==> config.mk <==
export PLATFORM = sky130hd
export DESIGN_NAME = http_method_and_host_extractor_top_flat
export DESIGN_NICKNAME = d
export VERILOG_FILES = /design/src/hdl/hmhe_pkg.sv /design/src/hdl/hmhe_req_if.sv /design/src/hdl/hmhe_res_if.sv /design/src/hdl/hmhe_core.sv /design/src/hdl/http_method_and_host_extractor_top.sv /design/src/flat_wrapper.sv
export SDC_FILE = /design/constraint.sdc
export NUM_CORES = 1
export LEC_CHECK = 0
export BUFFER_PORTS_ARGS = -buffer_cell sky130_fd_sc_hd__buf_2
export CAP_MARGIN = 30
export CORE_ASPECT_RATIO = 0.5
export CORE_UTILIZATION = 45
export DETAILED_ROUTE_END_ITERATION = 16
export PLACE_DENSITY = 0.62
export SLEW_MARGIN = 20
export SYNTH_ARGS = -nofsm -noshare
export SYNTH_HDL_FRONTEND = slang
export SYNTH_SLANG_ARGS = --single-unit
==> constraint.sdc <==
create_clock -name i_clk -period 3.2 [get_ports i_clk]
set_clock_uncertainty 0.1 [all_clocks]
set_input_delay 0.32 -clock i_clk [delete_from_list [all_inputs] [get_ports i_clk]]
set_output_delay 0.32 -clock i_clk [all_outputs]
set_load 0.01 [all_outputs]
==> src/hdl/hmhe_pkg.sv <==
// Package with the shared types and constants of the HTTP method and host extractor.
package hmhe_pkg;

    localparam int BYTE_W    = 8;
    localparam int CODE_W    = 3;
    localparam int LEN_OUT_W = 12;
    localparam int POS_W     = 6;
    localparam int NUM_VERBS = 4;

    localparam logic [BYTE_W-1:0] CH_SPACE = 8'h20;
    localparam logic [BYTE_W-1:0] CH_CR    = 8'h0D;
    localparam logic [BYTE_W-1:0] CH_COLON = 8'h3A;
    localparam logic [BYTE_W-1:0] CH_H     = 8'h48;
    localparam logic [BYTE_W-1:0] CH_O     = 8'h6F;
    localparam logic [BYTE_W-1:0] CH_S     = 8'h73;
    localparam logic [BYTE_W-1:0] CH_T     = 8'h74;

    typedef enum logic [2:0] {
        PH_METHOD = 3'd0,
        PH_SEARCH = 3'd1,
        PH_GOT_H  = 3'd2,
        PH_GOT_O  = 3'd3,
        PH_GOT_S  = 3'd4,
        PH_GOT_T  = 3'd5,
        PH_HOST   = 3'd6,
        PH_DONE   = 3'd7
    } t_phase;

    typedef enum logic [CODE_W-1:0] {
        MC_UNKNOWN = 3'd0,
        MC_CONNECT = 3'd1,
        MC_GET     = 3'd2,
        MC_POST    = 3'd3,
        MC_HEAD    = 3'd4
    } t_method_code;

    typedef struct packed {
        logic [BYTE_W-1:0] byte_in;
        logic              end_of_request;
    } t_item;

    typedef struct packed {
        logic                 host_byte_valid;
        logic [BYTE_W-1:0]    host_byte;
        logic                 summary_valid;
        t_method_code         method_code;
        logic [LEN_OUT_W-1:0] host_length;
        logic                 host_overflow;
        logic                 host_found;
    } t_result;

endpackage

==> src/hdl/hmhe_req_if.sv <==
// Request channel interface: one request byte with its end flag per transfer.
interface hmhe_req_if;
    logic       valid;
    logic       ready;
    logic [7:0] byte_in;
    logic       end_of_request;

    modport source (output valid, output byte_in, output end_of_request, input ready);
    modport sink (input valid, input byte_in, input end_of_request, output ready);
endinterface

==> src/hdl/hmhe_res_if.sv <==
// Result channel interface: a host byte and/or the request summary per transfer.
interface hmhe_res_if;
    logic        valid;
    logic        ready;
    logic        host_byte_valid;
    logic [7:0]  host_byte;
    logic        summary_valid;
    logic [2:0]  method_code;
    logic [11:0] host_length;
    logic        host_overflow;
    logic        host_found;

    modport source (
        output valid, output host_byte_valid, output host_byte, output summary_valid,
        output method_code, output host_length, output host_overflow, output host_found,
        input ready
    );
    modport sink (
        input valid, input host_byte_valid, input host_byte, input summary_valid,
        input method_code, input host_length, input host_overflow, input host_found,
        output ready
    );
endinterface

==> src/hdl/hmhe_core.sv <==
// Parser state machine that matches the method, finds the Host header and counts host bytes.
module hmhe_core #(
    parameter int HOST_LEN_MAX   = 4095,
    parameter int METHOD_LEN_MAX = 49
) (
    input  logic             i_clk,
    input  logic             i_rst_n,
    input  logic             i_step,
    input  hmhe_pkg::t_item   i_item,
    output hmhe_pkg::t_result o_result,
    output logic             o_has_result
);
    import hmhe_pkg::*;

    localparam int CNT_W = $clog2(HOST_LEN_MAX + 1);

    t_phase                r_phase, n_phase;
    logic [NUM_VERBS-1:0]  r_cand, n_cand;
    logic [POS_W-1:0]      r_pos, n_pos;
    t_method_code          r_code, n_code;
    logic [CNT_W-1:0]      r_count, n_count;
    logic                  r_ovf, n_ovf;
    logic                  r_seen, n_seen;
    logic                  emit;

    function automatic logic [BYTE_W-1:0] verb_char(input int unsigned k,
                                                    input logic [2:0] idx);
        logic [7*BYTE_W-1:0] txt;
        case (k)
            0:       txt = "CONNECT";
            1:       txt = {"GET", 32'h0};
            2:       txt = {"POST", 24'h0};
            default: txt = {"HEAD", 24'h0};
        endcase
        if (idx > 3'd6) begin
            return '0;
        end
        return txt[(6 - idx) * BYTE_W +: BYTE_W];
    endfunction

    function automatic logic [POS_W-1:0] verb_len(input int unsigned k);
        case (k)
            0:       return POS_W'(7);
            1:       return POS_W'(3);
            default: return POS_W'(4);
        endcase
    endfunction

    function automatic t_method_code resolve(input logic [NUM_VERBS-1:0] cand,
                                             input logic [POS_W-1:0] pos);
        if (cand[0] && pos == verb_len(0)) begin
            return MC_CONNECT;
        end else if (cand[1] && pos == verb_len(1)) begin
            return MC_GET;
        end else if (cand[2] && pos == verb_len(2)) begin
            return MC_POST;
        end else if (cand[3] && pos == verb_len(3)) begin
            return MC_HEAD;
        end
        return MC_UNKNOWN;
    endfunction

    always_comb begin
        n_phase = r_phase;
        n_cand  = r_cand;
        n_pos   = r_pos;
        n_code  = r_code;
        n_count = r_count;
        n_ovf   = r_ovf;
        n_seen  = r_seen;
        case (r_phase)
            PH_METHOD: begin
                if (i_item.byte_in == CH_SPACE) begin
                    n_code  = resolve(r_cand, r_pos);
                    n_phase = PH_SEARCH;
                end else if (r_pos >= POS_W'(METHOD_LEN_MAX)) begin
                    n_cand = '0;
                end else begin
                    for (int unsigned k = 0; k < NUM_VERBS; k++) begin
                        if (r_pos >= verb_len(k) || verb_char(k, r_pos[2:0]) != i_item.byte_in) begin
                            n_cand[k] = 1'b0;
                        end
                    end
                    n_pos = r_pos + POS_W'(1);
                end
            end
            PH_SEARCH: begin
                if (i_item.byte_in == CH_H) begin
                    n_phase = PH_GOT_H;
                end
            end
            PH_GOT_H: n_phase = (i_item.byte_in == CH_O) ? PH_GOT_O : PH_SEARCH;
            PH_GOT_O: n_phase = (i_item.byte_in == CH_S) ? PH_GOT_S : PH_SEARCH;
            PH_GOT_S: n_phase = (i_item.byte_in == CH_T) ? PH_GOT_T : PH_SEARCH;
            PH_GOT_T: begin
                if (i_item.byte_in == CH_COLON) begin
                    n_phase = PH_HOST;
                    n_seen  = 1'b1;
                end else begin
                    n_phase = PH_SEARCH;
                end
            end
            PH_HOST: begin
                if (i_item.byte_in == CH_CR || i_item.byte_in == CH_COLON) begin
                    n_phase = PH_DONE;
                end else if (emit) begin
                    if (r_count >= CNT_W'(HOST_LEN_MAX)) begin
                        n_ovf = 1'b1;
                    end else begin
                        n_count = r_count + CNT_W'(1);
                    end
                end
            end
            default: n_phase = r_phase;
        endcase
    end

    always_comb begin
        emit = (r_phase == PH_HOST) && (i_item.byte_in != CH_CR)
            && (i_item.byte_in != CH_COLON) && (i_item.byte_in != CH_SPACE);
        o_has_result             = emit || i_item.end_of_request;
        o_result                 = '0;
        o_result.host_byte_valid = emit;
        o_result.host_byte       = emit ? i_item.byte_in : '0;
        if (i_item.end_of_request) begin
            o_result.summary_valid = 1'b1;
            o_result.method_code   = (n_phase == PH_METHOD) ? resolve(n_cand, n_pos) : n_code;
            o_result.host_length   = LEN_OUT_W'(n_count);
            o_result.host_overflow = n_ovf;
            o_result.host_found    = n_seen;
        end
    end

    always_ff @(posedge i_clk) begin
        if (!i_rst_n || (i_step && i_item.end_of_request)) begin
            r_phase <= PH_METHOD;
            r_cand  <= '1;
            r_pos   <= '0;
            r_code  <= MC_UNKNOWN;
            r_count <= '0;
            r_ovf   <= 1'b0;
            r_seen  <= 1'b0;
        end else if (i_step) begin
            r_phase <= n_phase;
            r_cand  <= n_cand;
            r_pos   <= n_pos;
            r_code  <= n_code;
            r_count <= n_count;
            r_ovf   <= n_ovf;
            r_seen  <= n_seen;
        end
    end

    a_end_resets: assert property (@(posedge i_clk) disable iff (!i_rst_n)
        i_step && i_item.end_of_request |=> r_phase == PH_METHOD && r_pos == '0 && !r_seen)
        else $error("State was not cleared after the last byte of a request.");

    a_count_bound: assert property (@(posedge i_clk) disable iff (!i_rst_n)
        r_count <= CNT_W'(HOST_LEN_MAX))
        else $error("Host byte count went past its maximum.");

    a_ovf_at_max: assert property (@(posedge i_clk) disable iff (!i_rst_n)
        r_ovf |-> r_count == CNT_W'(HOST_LEN_MAX))
        else $error("Overflow flag set while the count is below its maximum.");

    a_host_seen: assert property (@(posedge i_clk) disable iff (!i_rst_n)
        (r_phase == PH_HOST || r_phase == PH_DONE) |-> r_seen)
        else $error("Host phase reached without the Host header flag.");

    a_pos_bound: assert property (@(posedge i_clk) disable iff (!i_rst_n)
        r_pos <= POS_W'(METHOD_LEN_MAX))
        else $error("Method position went past its limit.");

endmodule

==> src/hdl/http_method_and_host_extractor_top.sv <==
// Top level of the HTTP method and host extractor with its input and result registers.
//
//   Channel  Modport  Transfer carries
//   i_req    sink     one request byte and its end-of-request flag
//   o_res    source   a host byte, the request summary, or both
//
// Each byte passes combinationally through the parser, from the input register to the result register.
// One byte can be taken every cycle while the result side keeps up.
// A byte that yields no result passes even while a result waits to be taken.
// Reset is synchronous and active low; the parser returns to the method phase after
// reset and after every byte that ends a request.
module http_method_and_host_extractor_top #(
    parameter int HOST_LEN_MAX   = 4095,
    parameter int METHOD_LEN_MAX = 49
) (
    input logic     i_clk,
    input logic     i_rst_n,
    hmhe_req_if.sink   i_req,
    hmhe_res_if.source o_res
);
    import hmhe_pkg::*;

    logic    r_in_valid;
    t_item   r_in;
    logic    r_out_valid;
    t_result r_out;
    t_result core_result;
    logic    core_has_result;
    logic    core_step;

    assign core_step   = r_in_valid && (!core_has_result || !r_out_valid || o_res.ready);
    assign i_req.ready = !r_in_valid || core_step;

    hmhe_core #(
        .HOST_LEN_MAX  (HOST_LEN_MAX),
        .METHOD_LEN_MAX(METHOD_LEN_MAX)
    ) u_core (
        .i_clk       (i_clk),
        .i_rst_n     (i_rst_n),
        .i_step      (core_step),
        .i_item      (r_in),
        .o_result    (core_result),
        .o_has_result(core_has_result)
    );

    always_ff @(posedge i_clk) begin
        if (!i_rst_n) begin
            r_in_valid <= 1'b0;
        end else if (i_req.ready) begin
            r_in_valid <= i_req.valid;
        end
    end

    always_ff @(posedge i_clk) begin
        if (i_req.ready && i_req.valid) begin
            r_in.byte_in        <= i_req.byte_in;
            r_in.end_of_request <= i_req.end_of_request;
        end
    end

    always_ff @(posedge i_clk) begin
        if (!i_rst_n) begin
            r_out_valid <= 1'b0;
        end else if (core_step && core_has_result) begin
            r_out_valid <= 1'b1;
        end else if (o_res.ready) begin
            r_out_valid <= 1'b0;
        end
    end

    always_ff @(posedge i_clk) begin
        if (core_step && core_has_result) begin
            r_out <= core_result;
        end
    end

    assign o_res.valid           = r_out_valid;
    assign o_res.host_byte_valid = r_out.host_byte_valid;
    assign o_res.host_byte       = r_out.host_byte;
    assign o_res.summary_valid   = r_out.summary_valid;
    assign o_res.method_code     = r_out.method_code;
    assign o_res.host_length     = r_out.host_length;
    assign o_res.host_overflow   = r_out.host_overflow;
    assign o_res.host_found      = r_out.host_found;

    a_out_nonempty: assert property (@(posedge i_clk) disable iff (!i_rst_n)
        r_out_valid |-> (r_out.host_byte_valid || r_out.summary_valid))
        else $error("A result transfer carries neither a host byte nor a summary.");

    a_step_needs_room: assert property (@(posedge i_clk) disable iff (!i_rst_n)
        core_step && core_has_result |-> !r_out_valid || o_res.ready)
        else $error("A result was produced while the result register was full.");

    a_held_byte_waits: assert property (@(posedge i_clk) disable iff (!i_rst_n)
        r_in_valid && !core_step |=> r_in_valid && $stable(r_in))
        else $error("A pending request byte was lost or changed before it was parsed.");

endmodule
==> src/flat_wrapper.sv <==
// flat-port wrapper written by rule: the top's interface ports become plain ports
module http_method_and_host_extractor_top_flat import hmhe_pkg::*;
#(
    parameter int HOST_LEN_MAX   = 4095,
    parameter int METHOD_LEN_MAX = 49
)
  (i_clk, i_rst_n, i_req_valid, i_req_byte_in, i_req_end_of_request, i_req_ready, o_res_valid, o_res_host_byte_valid, o_res_host_byte, o_res_summary_valid, o_res_method_code, o_res_host_length, o_res_host_overflow, o_res_host_found, o_res_ready);
  hmhe_req_if i_req_i ();
  hmhe_res_if o_res_i ();
  input logic i_clk;
  input logic i_rst_n;
  input wire logic [$bits(i_req_i.valid)-1:0] i_req_valid;
  input wire logic [$bits(i_req_i.byte_in)-1:0] i_req_byte_in;
  input wire logic [$bits(i_req_i.end_of_request)-1:0] i_req_end_of_request;
  output wire logic [$bits(i_req_i.ready)-1:0] i_req_ready;
  output wire logic [$bits(o_res_i.valid)-1:0] o_res_valid;
  output wire logic [$bits(o_res_i.host_byte_valid)-1:0] o_res_host_byte_valid;
  output wire logic [$bits(o_res_i.host_byte)-1:0] o_res_host_byte;
  output wire logic [$bits(o_res_i.summary_valid)-1:0] o_res_summary_valid;
  output wire logic [$bits(o_res_i.method_code)-1:0] o_res_method_code;
  output wire logic [$bits(o_res_i.host_length)-1:0] o_res_host_length;
  output wire logic [$bits(o_res_i.host_overflow)-1:0] o_res_host_overflow;
  output wire logic [$bits(o_res_i.host_found)-1:0] o_res_host_found;
  input wire logic [$bits(o_res_i.ready)-1:0] o_res_ready;
  assign i_req_i.valid = i_req_valid;
  assign i_req_i.byte_in = i_req_byte_in;
  assign i_req_i.end_of_request = i_req_end_of_request;
  assign i_req_ready = i_req_i.ready;
  assign o_res_valid = o_res_i.valid;
  assign o_res_host_byte_valid = o_res_i.host_byte_valid;
  assign o_res_host_byte = o_res_i.host_byte;
  assign o_res_summary_valid = o_res_i.summary_valid;
  assign o_res_method_code = o_res_i.method_code;
  assign o_res_host_length = o_res_i.host_length;
  assign o_res_host_overflow = o_res_i.host_overflow;
  assign o_res_host_found = o_res_i.host_found;
  assign o_res_i.ready = o_res_ready;
  http_method_and_host_extractor_top #(.HOST_LEN_MAX(HOST_LEN_MAX), .METHOD_LEN_MAX(METHOD_LEN_MAX)) u_core (.i_clk(i_clk), .i_rst_n(i_rst_n), .i_req(i_req_i), .o_res(o_res_i));
endmodule
==> summary.md, run 1 <==
| Metric | Value |
|---|---|
| Pleak | 1.74 nW |
| Largest net degree at the start of global routing | 22 |
| CP Launch Type | flip-flop |
| Final nets | 521 |
| Worst r2r src | u_core.u_core.r_pos[0]$_SDFFE_PP0P_ |
| Peak supply drop | 0.000317 V |
| Mean routed wirelength per cell | 16.5 um |
| Synth Instances | 452 |
| Count leader, synth | nor2_1 |
| Max_cap viols | 0 |
| Worst path depth | 8 |
| Setup TNS | 0 ps |
| RD Place Congestion | 0.894 |
| Buffer and inverter count on the worst path | 0 |
| Die area | 0.00951 mm2 |
| Num CTS Buffers | 9 |
| Final setup viols | 0 |
| Yosys top cell area share | 0.264 |
| Post-Syn Area | 0.00410 mm2 |
| Dpl cells | 608 |
| Syn_nets | 471 |
| Clock power share | 0.441 |
| Clock period minus worst slack | 2880 ps |
| Synth-to-layout area growth | 18.3% |
| Top Ports | 42 |
| DRT antenna net count | 0 |
| Fin crit share | 0.901 |
| Worst Setup End Kind | flip-flop |
| Sequential share of power | 0.436 |
| Gr usage total | 0.230 |
| Status | completed |
| Cell mode on critical path | ha_1 |
| Power per Cell Area | 458 mW/mm2 |
| Final Hold Fails | 0 |
| Crit path max fanout | 7 |
| Pre-Repair DR Iteration Count | 5 |
| Net Switching | 560 uW |
| Cell area after placement | 0.00455 mm2 |
| Mux contribution to synthesized area | 0.0296 |
| Crit path capture | u_core.o_res.method_code[1]$_SDFFCE_PN0P_ |
| WP data required | 3280 ps |
| Vias in the first global route | 3,312 |
| Hold WS | 62.3 ps |
| Crit path kind | reg -> reg |
| Initial drt markers | 255 |
| Clock Root Buffer | clkbuf_16 |
| Hold-fix buffer count after cts | 0 |
| Worst Setup Slack, final | 317 ps |
| Compound-cell area share of the yosys netlist | 0.184 |
| Worst-margin pin slew | 687 ps |
| Synth top cells by count | 44 x nor2_1, 36 x edfxtp_1, 32 x dfxtp_1 |
| F_max | 347 MHz |
| Family with the most delay on the worst path | compound AO/OA/AOI/OAI gates |
| WP data arrival | 2970 ps |
| Final cell count without fillers | 624 |
| RR Endpoint | u_core.o_res.method_code[1]$_SDFFCE_PN0P_ |
| Crit path cell chain | ha_1 -> ha_1 -> xnor2_1 -> o31a_1 -> or4b_4 -> o41ai_4 -> nand3_2 -> a21oi_1 |
| CTS Buffer Depth | 2 |
| Netlist cell types | 69 |
| RSZ-0062 raised after global routing | no |
| Ys flop type | edfxtp_1 |
| Post-synth top area cell | edfxtp_1 |
| Syn Area/Cell | 9.07 um2 |
| Worst Hold Class | in -> reg |
| Final Cell Area | 0.00485 mm2 |
| Initial antenna violation count | 0 |
| DRC | 0 |
| Core footprint | 0.00877 mm2 |
| Sw Share | 0.253 |
| Cell-internal power | 1.66 mW |
| XOR/XNOR Fraction of Synth Area | 0.0385 |
| Worst skew pair latency | 330 ps |
| # resized after CTS | 0 |
| CTS tree | built |
| Comb power frac | 0.123 |
| Slew headroom | 0.540 |
| Register-to-register setup slack | 320 ps |
| Crit path from | u_core.u_core.r_pos[0]$_SDFFE_PP0P_ |
| Initial core utilization | 0.467 |
| Routed wire length | 10,300 um |
| IO buf count | 41 |
| Via count | 3,648 |
| Critical-path top delay cell | or4b_4 |
| Max-slew violation count | 0 |
| Pre-CTS setup slack | 364 ps |
| Synth Register Bits | 68 |
| Die width | 137 um |
| Fraction of layout cells with a size suffix above 1 | 0.211 |
| Largest cells by area after synthesis | edfxtp_1 26%, dfxtp_1 16%, nor2_1 4.0%, a21oi_1 3.7%, xnor2_1 3.2% |
| Largest family of logic cells by synthesized area | simple AND/OR/NAND/NOR gates |
| Num Clock Sinks | 68 |
| Ys async rst share | 0 |
| Clock slew at reported path FFs | 60 ps |
| Row cnt | 24 |
| Grt ovf | 0 |
| Simple-gate portion of the synthesized area | 0.266 |
| Adder-cell share of the synthesized area | 0.0183 |
| Pwr Total | 2.22 mW |
| Postcts setup bufs | 0 |
| Number of synthesized flops with an enable pin | 36 |
| Global-route wire length before repair | 16,800 um |
| CP peak stage delay | 510 ps |
| Reg2Reg Depth | 8 |
| H-tree depth | 3 |
| Warnings from Yosys | 0 |
| Register area share after synthesis | 0.420 |
| Die height | 69.5 um |
| HPWL Detailed | 7360 um |
| N_diodes | 0 |
| Final core occ | 0.553 |
| Via density | 5.85 |
-- layer usage --
metal  track usage  routed length (um)
met1         0.322                4870
met2         0.351                4650
met3        0.0599                 661
met4        0.0623                 143
met5             0                   0
-- worst register-to-register path, cell delays in order, from the launching register on --
cell and delay (ps):
dfxtp_1 330, ha_1 220, ha_1 370, xnor2_1 200, o31a_1 260, or4b_4 510, o41ai_4 470, nand3_2 100
a21oi_1 170
-- worst min path at each step --
stage                                                     from                              endpoint  slack, ps  depth (start not counted)
after floorplan                           i_req_end_of_request              u_core.r_in[0]$_DFFE_PP_        320                          0
after global placement    u_core.u_core.r_code[1]$_SDFFE_PP0P_  u_core.u_core.r_code[1]$_SDFFE_PP0P_        350                          2
after detailed placement      u_core.u_core.r_ovf$_SDFFE_PP0P_      u_core.u_core.r_ovf$_SDFFE_PP0P_        350                          2
after CTS                                     i_req_byte_in[2]              u_core.r_in[3]$_DFFE_PP_         50                          1
after global routing                          i_req_byte_in[2]              u_core.r_in[3]$_DFFE_PP_         40                          1
final                                         i_req_byte_in[2]              u_core.r_in[3]$_DFFE_PP_         60                          1
-- sequential cells by signal (all words and copies together) (netlist names) --
signal / count
u_core.u_core.r_phase: 3
u_core.o_res.host_found: 1
u_core.u_core.r_code: 3
u_core.o_res.valid: 1
u_core.o_res.host_overflow: 1
u_core.o_res.host_length: 12
u_core.u_core.r_cand: 4
u_core.o_res.host_byte: 8
u_core.u_core.r_seen: 1
u_core.r_in: 9
u_core.o_res.summary_valid: 1
u_core.u_core.r_ovf: 1
u_core.r_in_valid: 1
u_core.u_core.r_count: 12
u_core.o_res.method_code: 3
u_core.u_core.r_pos: 6
u_core.o_res.host_byte_valid: 1
-- kinds of logic (layout without fill, tap and decap cells) --
| kind of cell | Yosys count | count (layout) |
|---|---|---|
| and+or+nand+nor | 195 | 195 |
| AOI/OAI and AO/OA | 110 | 110 |
| DFF | 68 | 68 |
| buffers and inverters | 43 | 98 |
| xor gates and xnor gates | 18 | 18 |
| muxes | 12 | 12 |
| adders and majority gates | 6 | 6 |
-- power groups by stage --
stage	clock network [mW]	registers, mW	logic (mW)
floorplan	0	0.981	0.179
global placement	0	0.984	0.269
detailed placement	0	0.985	0.269
CTS	1.00	0.966	0.270
global route	1.04	0.970	0.297
finish	0.978	0.967	0.273
-- cells in the final DEF, fill, tap and decap left out, types with 15 or more instances in the layout --
master | Yosys | routed
dfxtp_1 | 32 | 32
nor3_1 | 18 | 18
buf_4 | 2 | 33
a21oi_1 | 30 | 30
buf_2 | 5 | 41
edfxtp_1 | 36 | 36
o21ai_0 | 20 | 20
xnor2_1 | 15 | 15
nor2_1 | 44 | 43
nand2_1 | 30 | 30
-- final cells by class --
cell class | instances | area, um2
well taps | 117 | 146
clock buffers | 10 | 229
inverters | 8 | 30.0
fillers | 815 | 3920
flip-flops and latches | 68 | 1720
repair buffers | 74 | 453
clock inverters | 6 | 65.1
multi-input cells | 341 | 2200
No activity file was read; power rests on OpenSTA's default activity.
==> run 2: changes to the inputs <==
- CORE_MARGIN: unset -> 3
==> run 2 against run 1 <==
- critical path depth is the same
- routed wire length rose by 2.6%
- register-to-register slack worse by 30 ps
- total power grew 3.8%
- via count decreased by 1.3%
- utilization grew 2.4 points
- clock-buffer cell count is the same
- critical path type unchanged
- largest power group unchanged
==> summary.md, run 2 (synthesis results as in run 1) <==
| Metric | Value |
|---|---|
| Clock slew at reported path FFs | 60 ps (about the same) |
| CTS tree | built (unchanged) |
| Synth-to-layout area growth | 18.3% (about the same) |
| RD Place Congestion | 0.900 (was 0.894) |
| Pleak | 1.73 nW (was 1.74 nW) |
| N_diodes | 0 (unchanged) |
| Pwr Total | 2.30 mW (was 2.22 mW) |
| Fin crit share | 0.909 (was 0.901) |
| Die width | 141 um (was 137 um) |
| Mean routed wirelength per cell | 17.2 um (was 16.5 um) |
| DRT antenna net count | 0 (unchanged) |
| WP data required | 3170 ps (was 3280 ps) |
| Core footprint | 0.00840 mm2 (was 0.00877 mm2) |
| RSZ-0062 raised after global routing | no (unchanged) |
| F_max | 344 MHz (was 347 MHz) |
| Via count | 3,600 (was 3,648) |
| Status | completed (unchanged) |
| Largest net degree at the start of global routing | 25 (was 22) |
| Commonest non-fill, non-tap cell in the layout | nor2_1 (unchanged) |
| HPWL Detailed | 7560 um (was 7360 um) |
| Initial antenna violation count | 0 (unchanged) |
| Num Clock Sinks | 68 (unchanged) |
| Worst-margin pin slew | 697 ps (was 687 ps) |
| Die height | 73.5 um (was 69.5 um) |
| Initial core utilization | 0.488 (was 0.467) |
| Final nets | 518 (was 521) |
| Vias in the first global route | 3,457 (was 3,312) |
| Final Hold Fails | 0 (unchanged) |
| Global-route wire length before repair | 17,400 um (was 16,800 um) |
| Final setup viols | 0 (unchanged) |
| Pre-Repair DR Iteration Count | 5 (unchanged) |
| CTS Buffer Depth | 2 (unchanged) |
| Setup TNS | 0 ps (unchanged) |
| Most frequent cells in the layout | 43 x nor2_1, 41 x buf_2, 36 x edfxtp_1 (unchanged) |
| Register-to-register setup slack | 290 ps (was 320 ps) |
| Num CTS Buffers | 9 (unchanged) |
| Worst skew pair latency | 330 ps (about the same) |
| Worst Hold Class | in -> reg (unchanged) |
| DRC | 0 (unchanged) |
| Crit path max fanout | 20 (was 7) |
| Worst Setup End Kind | flip-flop (unchanged) |
| Power per Cell Area | 475 mW/mm2 (was 458 mW/mm2) |
| Crit path cell chain | buf_4 -> inv_1 -> ha_1 -> xnor2_1 -> o31a_1 -> or4b_4 -> o41ai_4 -> o32ai_1 (was ha_1 -> ha_1 -> xnor2_1 -> o31a_1 -> or4b_4 -> o41ai_4 -> nand3_2 -> a21oi_1) |
| Routed wire length | 10,600 um (was 10,300 um) |
| Gr usage total | 0.216 (was 0.230) |
| Hold-fix buffer count after cts | 0 (unchanged) |
| CP Launch Type | flip-flop (unchanged) |
| Critical-path top delay cell | or4b_4 (unchanged) |
| Max-slew violation count | 0 (unchanged) |
| Clock period minus worst slack | 2910 ps (was 2880 ps) |
| Initial drt markers | 271 (was 255) |
| Grt ovf | 0 (unchanged) |
| CP peak stage delay | 510 ps (about the same) |
| Die area | 0.0104 mm2 (was 0.00951 mm2) |
| IO buf count | 41 (unchanged) |
| Slew headroom | 0.533 (was 0.540) |
| Fraction of layout cells with a size suffix above 1 | 0.208 (was 0.211) |
| Top Ports | 42 (unchanged) |
| Clock Root Buffer | clkbuf_16 (unchanged) |
| H-tree depth | 3 (unchanged) |
| Crit path kind | reg -> reg (unchanged) |
| Row cnt | 23 (was 24) |
| Via density | 5.84 (was 5.85) |
| WP data arrival | 2870 ps (was 2970 ps) |
| Max_cap viols | 0 (unchanged) |
| Peak supply drop | 0.000260 V (was 0.000317 V) |
run 2: final timing paths:
| kind | start | end | cells after the start |
|---|---|---|---|
| worst max-delay path | u_core.u_core.r_pos[0]$_SDFFE_PP0P_ | u_core.o_res.method_code[2]$_SDFFCE_PN0P_ | 8 |
| worst min-delay path | i_req_byte_in[0] | u_core.r_in[1]$_DFFE_PP_ | 1 |
| worst max register to register | u_core.u_core.r_pos[0]$_SDFFE_PP0P_ | u_core.o_res.method_code[2]$_SDFFCE_PN0P_ | 8 |
| worst min register to register | u_core.u_core.r_code[1]$_SDFFE_PP0P_ | u_core.u_core.r_code[1]$_SDFFE_PP0P_ | 2 |
run 2: area by class of cell:
type,count,area [um2]
fill,776,3550
multi-input combinational,341,2210
sequential,68,1720
timing repair buffer,71,430
clock buffer,10,229
tap,112,140
clock inverter,6,90.1
inverter,8,30.0
run 2: layer usage:
metal | share of wire | wire length, um | vias to the layer above | GRT usage
met5 | 0 | 0 | - | 0
met3 | 0.073 | 778 | 12 | 0.0514
met1 | 0.47 | 5000 | 1670 | 0.291
met4 | 0.012 | 123 | 0 | 0.0730
li1 | - | - | 1789 | -
met2 | 0.44 | 4690 | 129 | 0.344
run 2: metrics by stage:
stage / util / worst slack (ps) / hold WS (ps) / instance area [um2] / instances
finish: 0.577 / 292 / 57.6 / 4850 / 616
global route: 0.577 / 128 / 50.2 / 4850 / 616
CTS: 0.576 / 122 / 47.4 / 4840 / 616
detailed placement: 0.538 / 140 / 353 / 4520 / 600
global placement: 0.538 / 286 / 347 / 4520 / 600
floorplan: - / 238 / 319 / 4100 / 452
run 2: timing repair:
item                                    CTS  global route
setup buffers                             0             0
endpoints found under the setup margin    0             3
resized for setup                         0             1
run 2: power by group:
part	leakage (nW)	switching (mW)	internal (mW)	total [mW]
clock	0.141	0.386	0.682	1.07
combinational	1.00	0.158	0.109	0.267
sequential	0.588	0.0259	0.942	0.968
run 2: worst max-delay path: cells and delay by family, from the launching register on:
kind | cells | cell delay (ps)
buffers and inverters | 2 | 310
AND/OR/NAND/NOR | 1 | 510
flip-flops | 1 | 330
adder cells (fa/ha/maj) | 1 | 350
AO/OA/AOI/OAI | 3 | 860
XOR/XNOR | 1 | 190
==> run 3: changes to the inputs <==
- SYNTH_HIERARCHICAL: unset -> 1
==> run 3 against run 2 <==
- final area shrank 1.9%
- clock power shrank 9%
- area after synthesis shrank 0.67%
- largest power group unchanged
- first-iteration DRC count shrank 18%
- largest cell class unchanged
- routed wire length shrank 8.0%
- critical path type unchanged
- register-to-register slack lost 160 ps
- global-route usage shrank 1.8 points
==> summary.md, run 3 <==
| Metric | Value |
|---|---|
| Final nets | 497 (was 518) |
| Worst Setup End Kind | flip-flop (unchanged) |
| DRC | 0 (unchanged) |
| Pleak | 1.94 nW (was 1.73 nW) |
| Status | completed (unchanged) |
| CP Launch Type | flip-flop (unchanged) |
| Critical-path top delay cell | or4_1 (was or4b_4) |
| Crit path max fanout | 7 (was 20) |
| Final setup viols | 0 (unchanged) |
| Die area | 0.0103 mm2 (was 0.0104 mm2) |
| Synth-to-layout area growth | 16.9% (was 18.3%) |
| Num CTS Buffers | 9 (unchanged) |
| Cell area after placement | 0.00446 mm2 (was 0.00452 mm2) |
| IO buf count | 41 (unchanged) |
| Core footprint | 0.00837 mm2 (was 0.00840 mm2) |
| RSZ-0062 raised after global routing | no (unchanged) |
| Commonest non-fill, non-tap cell in the layout | nor2_1 (unchanged) |
| Sequential share of power | 0.443 (was 0.421) |
| Met1 Use GR | 0.260 (was 0.291) |
| Worst Hold Class | in -> reg (unchanged) |
| Comb power frac | 0.106 (was 0.116) |
| Gr usage total | 0.197 (was 0.216) |
| Synth top cells by count | 44 x nor2_1, 37 x nand2_1, 36 x edfxtp_1 (was 44 x nor2_1, 36 x edfxtp_1, 32 x dfxtp_1) |
| Mean routed wirelength per cell | 16.4 um (was 17.2 um) |
| Largest net degree at the start of global routing | 28 (was 25) |
| WP data arrival | 3040 ps (was 2870 ps) |
| Net Switching | 530 uW (was 570 uW) |
| Post-synth top area cell | edfxtp_1 (unchanged) |
| Warnings from Yosys | 6 (was 0) |
| Pre-Repair DR Iteration Count | 5 (unchanged) |
| CTS Buffer Depth | 2 (unchanged) |
| Most frequent cells in the layout | 42 x nor2_1, 41 x buf_2, 37 x nand2_1 (was 43 x nor2_1, 41 x buf_2, 36 x edfxtp_1) |
| Routed wire length | 9740 um (was 10,600 um) |
| Worst-margin pin slew | 507 ps (was 697 ps) |
| Family with the most delay on the worst path | simple AND/OR/NAND/NOR gates (was compound AO/OA/AOI/OAI gates) |
| Via count | 3,379 (was 3,600) |
| Die height | 73.3 um (was 73.5 um) |
| Buffer and inverter count on the worst path | 0 (was 2) |
| Global-route wire length before repair | 16,200 um (was 17,400 um) |
| N_diodes | 0 (unchanged) |
| Synth Instances | 427 (was 452) |
| Slew headroom | 0.659 (was 0.533) |
| Largest cells by area after synthesis | edfxtp_1 27%, dfxtp_1 16%, nor2_1 4.1%, nand2_1 3.4%, xor2_1 2.6% (was edfxtp_1 26%, dfxtp_1 16%, nor2_1 4.0%, a21oi_1 3.7%, xnor2_1 3.2%) |
| Worst skew pair latency | 330 ps (about the same) |
| Met3 usage | 0.0520 (was 0.0514) |
| Clock Root Buffer | clkbuf_16 (unchanged) |
| Crit path cell chain | ha_1 -> ha_1 -> or3_1 -> o311a_2 -> or4_1 -> nor4_1 -> o2111ai_1 -> nand4_1 -> o22ai_1 (was buf_4 -> inv_1 -> ha_1 -> xnor2_1 -> o31a_1 -> or4b_4 -> o41ai_4 -> o32ai_1) |
| Initial drt markers | 222 (was 271) |
| Post-Syn Area | 0.00407 mm2 (was 0.00410 mm2) |
| Clock slew at reported path FFs | 60 ps (about the same) |
| Crit path kind | reg -> reg (unchanged) |
| Register area share after synthesis | 0.423 (was 0.420) |
| Filler cells | 761 (was 776) |
| Netlist cell types | 77 (was 69) |
| Peak supply drop | 0.000275 V (was 0.000260 V) |
| Max_cap viols | 0 (unchanged) |
| Clock period minus worst slack | 3070 ps (was 2910 ps) |
| DRT antenna net count | 0 (unchanged) |
| CP peak stage delay | 410 ps (was 510 ps) |
| GR peak layer | met2 (unchanged) |
| Grt ovf | 0 (unchanged) |
| Num Clock Sinks | 68 (unchanged) |
| Cell mode on critical path | ha_1 |
| Ys flop type | edfxtp_1 (unchanged) |
| Ys async rst share | 0 (unchanged) |
| CTS tree | built (unchanged) |
| Max-slew violation count | 0 (unchanged) |
| Final Cell Area | 0.00476 mm2 (was 0.00485 mm2) |
| Power per Cell Area | 456 mW/mm2 (was 475 mW/mm2) |
| Fraction of layout cells with a size suffix above 1 | 0.238 (was 0.208) |
| Syn Area/Cell | 9.53 um2 (was 9.07 um2) |
| Met2 Use GR | 0.326 (was 0.344) |
| Synth Register Bits | 68 (unchanged) |
| Clock power share | 0.451 (was 0.464) |
| Sw Share | 0.245 (was 0.247) |
| Count leader, synth | nor2_1 (unchanged) |
| Vias in the first global route | 3,303 (was 3,457) |
| F_max | 326 MHz (was 344 MHz) |
| Initial antenna violation count | 0 (unchanged) |
| RD Place Congestion | 1.00 (was 0.900) |
| Final core occ | 0.568 (was 0.577) |
| WP data required | 3180 ps (was 3170 ps) |
| Yosys top cell area share | 0.266 (was 0.264) |
| Number of synthesized flops with an enable pin | 36 (unchanged) |
| Cell-internal power | 1.64 mW (was 1.73 mW) |
| Top Ports | 42 (unchanged) |
| Row cnt | 23 (unchanged) |
| H-tree depth | 3 (unchanged) |
| Syn_nets | 446 (was 471) |
| HPWL Detailed | 7000 um (was 7560 um) |
| Fin crit share | 0.959 (was 0.909) |
| Hold-fix buffer count after cts | 0 (unchanged) |
| Initial core utilization | 0.486 (was 0.488) |
| Setup TNS | 0 ps (unchanged) |
| Final Hold Fails | 0 (unchanged) |
| Die width | 140 um (was 141 um) |
| Via density | 5.68 (was 5.84) |
-- run 3: stage by stage --
| stage | std cells | hold WS (ps) | power [mW] | setup slack [ps] |
|---|---|---|---|---|
| detailed placement | 579 | 360 | 1.20 | 125 |
| CTS | 595 | 54.1 | 2.19 | 115 |
| global placement | 579 | 349 | 1.20 | 234 |
| floorplan | 427 | 319 | 1.14 | 171 |
| finish | 595 | 66.5 | 2.17 | 131 |
| global route | 595 | 53.5 | 2.25 | 10.1 |
-- run 3: routing by layer --
metal  part of all wire  vias up
met3              0.057       16
met2               0.46       94
met5                  0        -
met1               0.46     1598
met4              0.014        0
li1                   -     1671
-- run 3: path summary, 6_finish.rpt --
kind | from | to | slack [ps] | cells after the start
worst max-delay path | u_core/u_core/r_pos[0]$_SDFFE_PP0P_ | u_core/o_res.method_code[2]$_DFFE_PP_ | 130 | 9
worst min-delay path | i_req_byte_in[7] | u_core/r_in[8]$_DFFE_PP_ | 70 | 1
worst max register to register | u_core/u_core/r_pos[0]$_SDFFE_PP0P_ | u_core/o_res.method_code[2]$_DFFE_PP_ | 130 | 9
worst min register to register | u_core/u_core/r_seen$_SDFFE_PP0P_ | u_core/u_core/r_seen$_SDFFE_PP0P_ | 370 | 2
-- run 3: final cells by class --
class / count / area (um2) / share of cell area
clock buffer: 10 / 229 / 0.0481
clock inverter: 6 / 63.8 / 0.0134
inverter: 9 / 33.8 / 0.00710
multi-input combinational: 322 / 2150 / 0.452
sequential: 68 / 1720 / 0.362
tap: 112 / 140 / 0.0295
timing repair buffer: 68 / 420 / 0.0884
-- run 3: power groups by stage --
stage               sequential, mW  combinational [mW]  clock, mW
finish                       0.961               0.231      0.977
global route                 0.963               0.252       1.04
CTS                          0.960               0.228       1.00
detailed placement           0.979               0.226          0
global placement             0.978               0.222          0
floorplan                    0.975               0.161          0
-- run 3: kinds of logic after synthesis --
logic type	Yosys count	share of synthesized area
AND/OR/NAND/NOR	201	0.282
AO/OA/AOI/OAI	84	0.154
flip-flops	68	0.423
buffers and inverters	37	0.0516
XOR/XNOR	23	0.0495
multiplexers	8	0.0209
adder cells (fa/ha/maj)	6	0.0184
-- run 3: what timing repair did --
item,4_1_cts,5_1_grt
setup buffers,0,0
endpoints found under the setup margin,0,3
resized for setup,0,2
hold endpoints to repair,0,0
